==> config.mk <==
export PLATFORM = sky130hd
export DESIGN_NAME = rtf_pipe_ctrl
export DESIGN_NICKNAME = d
export VERILOG_FILES = /design/src/hw/rtl/rtf_pkg.sv /design/src/hw/rtl/rtf_pipe_ctrl.sv
export SDC_FILE = /design/constraint.sdc
export NUM_CORES = 1
export LEC_CHECK = 0
export BUFFER_PORTS_ARGS = -buffer_cell sky130_fd_sc_hd__buf_2
export CAP_MARGIN = 25
export CORE_AREA = 2 2 39 41
export CTS_BUF_LIST = sky130_fd_sc_hd__clkbuf_16
export DETAILED_ROUTE_END_ITERATION = 7
export DIE_AREA = 0 0 41 43
export GPL_TIMING_DRIVEN = 1
export PLACE_DENSITY = 0.44
export SYNTH_ARGS = -nofsm -noshare
export SYNTH_HDL_FRONTEND = slang
export SYNTH_SLANG_ARGS = --single-unit
==> constraint.sdc <==
create_clock -name clock -period 2.3 [get_ports clock]
set_input_delay 0.345 -clock clock [delete_from_list [all_inputs] [get_ports clock]]
set_output_delay 0.345 -clock clock [all_outputs]
set_load 0.02 [all_outputs]
==> src/hw/rtl/rtf_pkg.sv <==
// rtf_pkg: shared types and constants for the region tag filter.
// No dependencies; used by all files of the block but rtf_stream_if.
`timescale 1ns / 1ps

package rtf_pkg;

   // field widths
   localparam int CELL_W     = 16;
   localparam int WORD_W     = 32;
   localparam int LEVEL_W    = 3;
   localparam int ENTRY_W    = 4;
   localparam int COMP_W     = 3;
   localparam int FLOOR_W    = 4;
   localparam int COUNT_W    = 5;
   localparam int CSR_IDX_W  = 2;
   // doubled centre: (2*index+1)*spacing + 2*origin, exact
   localparam int ODD_W      = CELL_W + 1;
   localparam int CENTRE_W   = ODD_W + WORD_W;
   // register stages from request to response
   localparam int NUM_STAGES = 6;

   // request kinds
   typedef enum logic [1:0] {
      REQ_QUERY     = 2'd0,
      REQ_BOX_COORD = 2'd1,
      REQ_BOX_ATTR  = 2'd2,
      REQ_SPACING   = 2'd3
   } req_kind_type;

   // register indexes
   localparam logic [CSR_IDX_W-1:0] CSR_ORIGIN_X  = 2'd0;
   localparam logic [CSR_IDX_W-1:0] CSR_ORIGIN_Y  = 2'd1;
   localparam logic [CSR_IDX_W-1:0] CSR_ORIGIN_Z  = 2'd2;
   localparam logic [CSR_IDX_W-1:0] CSR_BOX_COUNT = 2'd3;

   // coordinate selectors
   localparam logic [COMP_W-1:0] COMP_LOWER_X = 3'd0;
   localparam logic [COMP_W-1:0] COMP_LOWER_Y = 3'd1;
   localparam logic [COMP_W-1:0] COMP_LOWER_Z = 3'd2;
   localparam logic [COMP_W-1:0] COMP_UPPER_X = 3'd3;
   localparam logic [COMP_W-1:0] COMP_UPPER_Y = 3'd4;
   localparam logic [COMP_W-1:0] COMP_UPPER_Z = 3'd5;

   typedef struct packed {
      req_kind_type               req_type;
      logic signed [CELL_W-1:0]   cell_x;
      logic signed [CELL_W-1:0]   cell_y;
      logic signed [CELL_W-1:0]   cell_z;
      logic [LEVEL_W-1:0]         level;
      logic [ENTRY_W-1:0]         entry;
      logic [COMP_W-1:0]          component;
      logic signed [WORD_W-1:0]   word_value;
      logic [FLOOR_W-1:0]         box_min_level;
      logic                       box_is_inverse;
   } req_payload_type;

   typedef struct packed {
      logic keep_tag;
      logic in_removal_box;
      logic in_protect_box;
      logic outside_protect_box;
   } rsp_payload_type;

   // request fields carried down the pipe once the cell indexes are consumed
   typedef struct packed {
      req_kind_type               kind;
      logic [LEVEL_W-1:0]         level;
      logic                       level_ok;
      logic [ENTRY_W-1:0]         entry;
      logic [COMP_W-1:0]          component;
      logic signed [WORD_W-1:0]   word_value;
      logic [FLOOR_W-1:0]         box_min_level;
      logic                       box_is_inverse;
   } item_type;

   // stage loads and table write strobes from the pipe control
   typedef struct packed {
      logic [NUM_STAGES:1] load;
      logic                leave1;
      logic                leave4;
   } pipe_ctrl_type;

endpackage

==> src/hw/rtl/rtf_pipe_ctrl.sv <==
// rtf_pipe_ctrl: valid bits and per-stage ready chain of the filter pipe.
// Depends on rtf_pkg.
`timescale 1ns / 1ps

module rtf_pipe_ctrl (
   input  logic                   clock,
   input  logic                   reset,
   input  logic                   req_valid,
   input  logic                   rsp_ready,
   input  logic                   st5_query,
   output rtf_pkg::pipe_ctrl_type ctrl,
   output logic                   req_ready,
   output logic                   rsp_valid
);

   logic [rtf_pkg::NUM_STAGES:1] valid_ff;
   logic [rtf_pkg::NUM_STAGES:1] valid_in;
   logic [rtf_pkg::NUM_STAGES:1] rdy;

   // a stage takes new data when empty or when its content moves on
   always_comb begin
      rdy[rtf_pkg::NUM_STAGES] = !valid_ff[rtf_pkg::NUM_STAGES] || rsp_ready;
      for (int k = rtf_pkg::NUM_STAGES - 1; k >= 1; k--) begin
         rdy[k] = !valid_ff[k] || rdy[k+1];
      end
   end

   always_comb begin
      valid_in[1] = req_valid;
      for (int k = 2; k < rtf_pkg::NUM_STAGES; k++) begin
         valid_in[k] = valid_ff[k-1];
      end
      // only queries produce a response
      valid_in[rtf_pkg::NUM_STAGES] = valid_ff[rtf_pkg::NUM_STAGES-1] && st5_query;
   end

   always_ff @(posedge clock) begin
      if (reset) begin
         valid_ff <= '0;
      end else begin
         for (int k = 1; k <= rtf_pkg::NUM_STAGES; k++) begin
            if (rdy[k]) begin
               valid_ff[k] <= valid_in[k];
            end
         end
      end
   end

   assign ctrl.load   = rdy;
   assign ctrl.leave1 = valid_ff[1] && rdy[2];
   assign ctrl.leave4 = valid_ff[4] && rdy[5];
   assign req_ready   = rdy[1];
   assign rsp_valid   = valid_ff[rtf_pkg::NUM_STAGES];

endmodule

==> results.cfg <==
[sta]
drv_slew = 0
worstMarginPinSlew_ns = 0.265
setup_viol = 0
hold_viol_final = 0
clock_skew_ns = 0.00112
rsz0062_at_grt = false
setup_tns_ns = 0
fmax_mhz = 628
relSlewSlack_pct = 82.3
period_needed_ns = 1.59
fin_crit_sh_pct = 69.2

[worst_hold_path]
worst_hold_path_type = in2reg

[placed_design]
hpwl_um = 493
place.gp.congestion = 0.642
port_buffers = 14

[clock_tree]
h-tree-depth = 1
cts-resized-gates = 0
clk-insertion-delay-late_ns = 0.23
ctsHoldBuffers = 0
cts_tree = yes
clk_path_buf_depth = 2
root_buffer = clkbuf_16
cts.sink_count = 6
numCtsBuffers = 3
cts_setup_buffers = 0
path_clk_slew_ns = 0.03

[critical_path]
cp_max_fo = 6
crit_path_end_kind = output port
required_ns = 1.96
worstPathArrival_ns = 1.25
path_class = reg2out
cp-start-kind = flop

[synth]
synth_area_leaders = dfxtp_1 39%, o41ai_4 8.9%, nand2b_1 8.1%
syn_nets = 37
seq_area_frac_synth_pct = 39.0
synth_edf_count = 0
synth-seq-cells = 6
ys_warn_count = 0
syn_area_per_cell_um2 = 9.62
synth_common_cells = 6 x dfxtp_1, 4 x nand2b_1, 3 x a21oi_1, 3 x nand2_1
synth_top_area_cell = dfxtp_1
synth_cell_type_count = 18
netlist.area_leader.share_pct = 39.0
ys_dominant_reg_cell = dfxtp_1
synthesis.area_um2 = 308
syn-instance-count = 32
async_flop_share_pct = 0
synth_most_common_cell = dfxtp_1

[floorplan]
core_area_mm2 = 0.00138
initial_core_util_pct = 22.2
dieArea_mm2 = 0.00176
die_h_um = 43
rows = 14
ioPinCount = 15
dieWidth_um = 41

[global_routing]
grt-ovfl-total = 0
grt.total_usage_pct = 9.83
grt_pass1_wl_um = 1060
grt_pass1_vias = 249
grt_antenna_before_repair = 0
grt_max_degree = 9

[power_and_ir_drop]
ir_drop_uv = 303
p_sw_uw = 67.3
power_leakage_uw = 0.000207
pwr-share-seq_pct = 27.1
clockPowerShare_pct = 68.9
p_comb_share_pct = 4.0
switching_share_pct = 16.6
powerDensity_mw_per_mm2 = 893
p_int_uw = 338

[route]
postRouteAntennaNets = 0
wire_per_inst_um = 10.7
avgViaCountPerCell = 4.41
drc_errors = 0
first_pass_iters = 4
detail_route.iter0.violations = 4
via_count = 278
routed_wl_um = 671

[layout]
antenna_cells = 0
area_growth_pct = 47.6
largest_reg_flops = 6
nets = 54
largestRegisters = valid_ff x6
largest-register = valid_ff
final_core_utilization_pct = 32.8
drive_gt1_share_pct = 42.6

[outcome]
status = finished, final reports clean

[run]
cap_violations = 0
## placed cells by master (no fill, tap or decap)
cell type	n
nand2b_1	4
nand3_1	2
nor2_1	1
nand4b_1	1
inv_1	2
dfxtp_1	6
nand2_1	3
nand4_1	1
a21oi_1	3
and3b_1	1
o41ai_1	1
a21boi_0	1
o41ai_2	1
inv_4	1
o41ai_4	1
buf_2	14
clkbuf_16	3
and3_1	1
## path summary, 6_finish.rpt
path	end	from	cells past startpoint	slack (ns)
setup / recovery	ctrl[1]	valid_ff[6]	3	0.71
hold / removal	valid_ff[1]	req_valid	3	0.32
setup reg to reg	valid_ff[2]	valid_ff[6]	3	1.14
hold reg to reg	valid_ff[6]	valid_ff[5]	2	0.49
## per-layer routing
metal | part of all wire, % | global-route usage, % | routed length (um) | vias to the layer above
met5 | 0 | 0 | 0 | -
met4 | 0 | 8.00 | 0 | 0
met3 | 6.9 | 8.38 | 46 | 0
met2 | 46 | 12.2 | 309 | 8
met1 | 47 | 9.94 | 314 | 125
li1 | - | - | - | 145
## cell type report
class	count	area [um2]
fill	144	930
multi-input combinational	21	155
sequential	6	120
clock buffer	3	75.1
timing repair buffer	14	70.1
tap	16	20.0
inverter	3	13.8
## power by group through the flow
stage	sequential [uW]	combinational (uW)	clock (uW)
2_1_floorplan	111	9.04	0
3_3_place_gp	112	16.6	0
3_5_place_dp	111	16.4	0
4_1_cts	110	16.5	284
5_1_grt	110	18.5	294
6_report	110	16.3	279
## metrics by stage
step	cells	total power [uW]	area [um2]	worst slack, ns	hold WS (ns)
detailed placement	60	128	379	0.825	0.490
finish	63	406	454	0.708	0.316
global placement	60	128	379	0.824	0.493
CTS	63	411	454	0.702	0.319
global route	63	422	454	0.632	0.350
floorplan	32	120	308	0.730	0.414
## cell families (layout without fill, tap and decap cells)
kind of cell,count (synthesis),count (layout),synth area share [%]
compound gates,7,7,24.4
buf+inv,5,20,10.6
flops,6,6,39.0
simple gates,14,14,26.0
## critical path, stage by stage (launching register included)
cell and delay (ns):
dfxtp_1 0.38, and3b_1 0.34, a21boi_0 0.13, buf_2 0.18
Power figures use the tool's default switching activity.
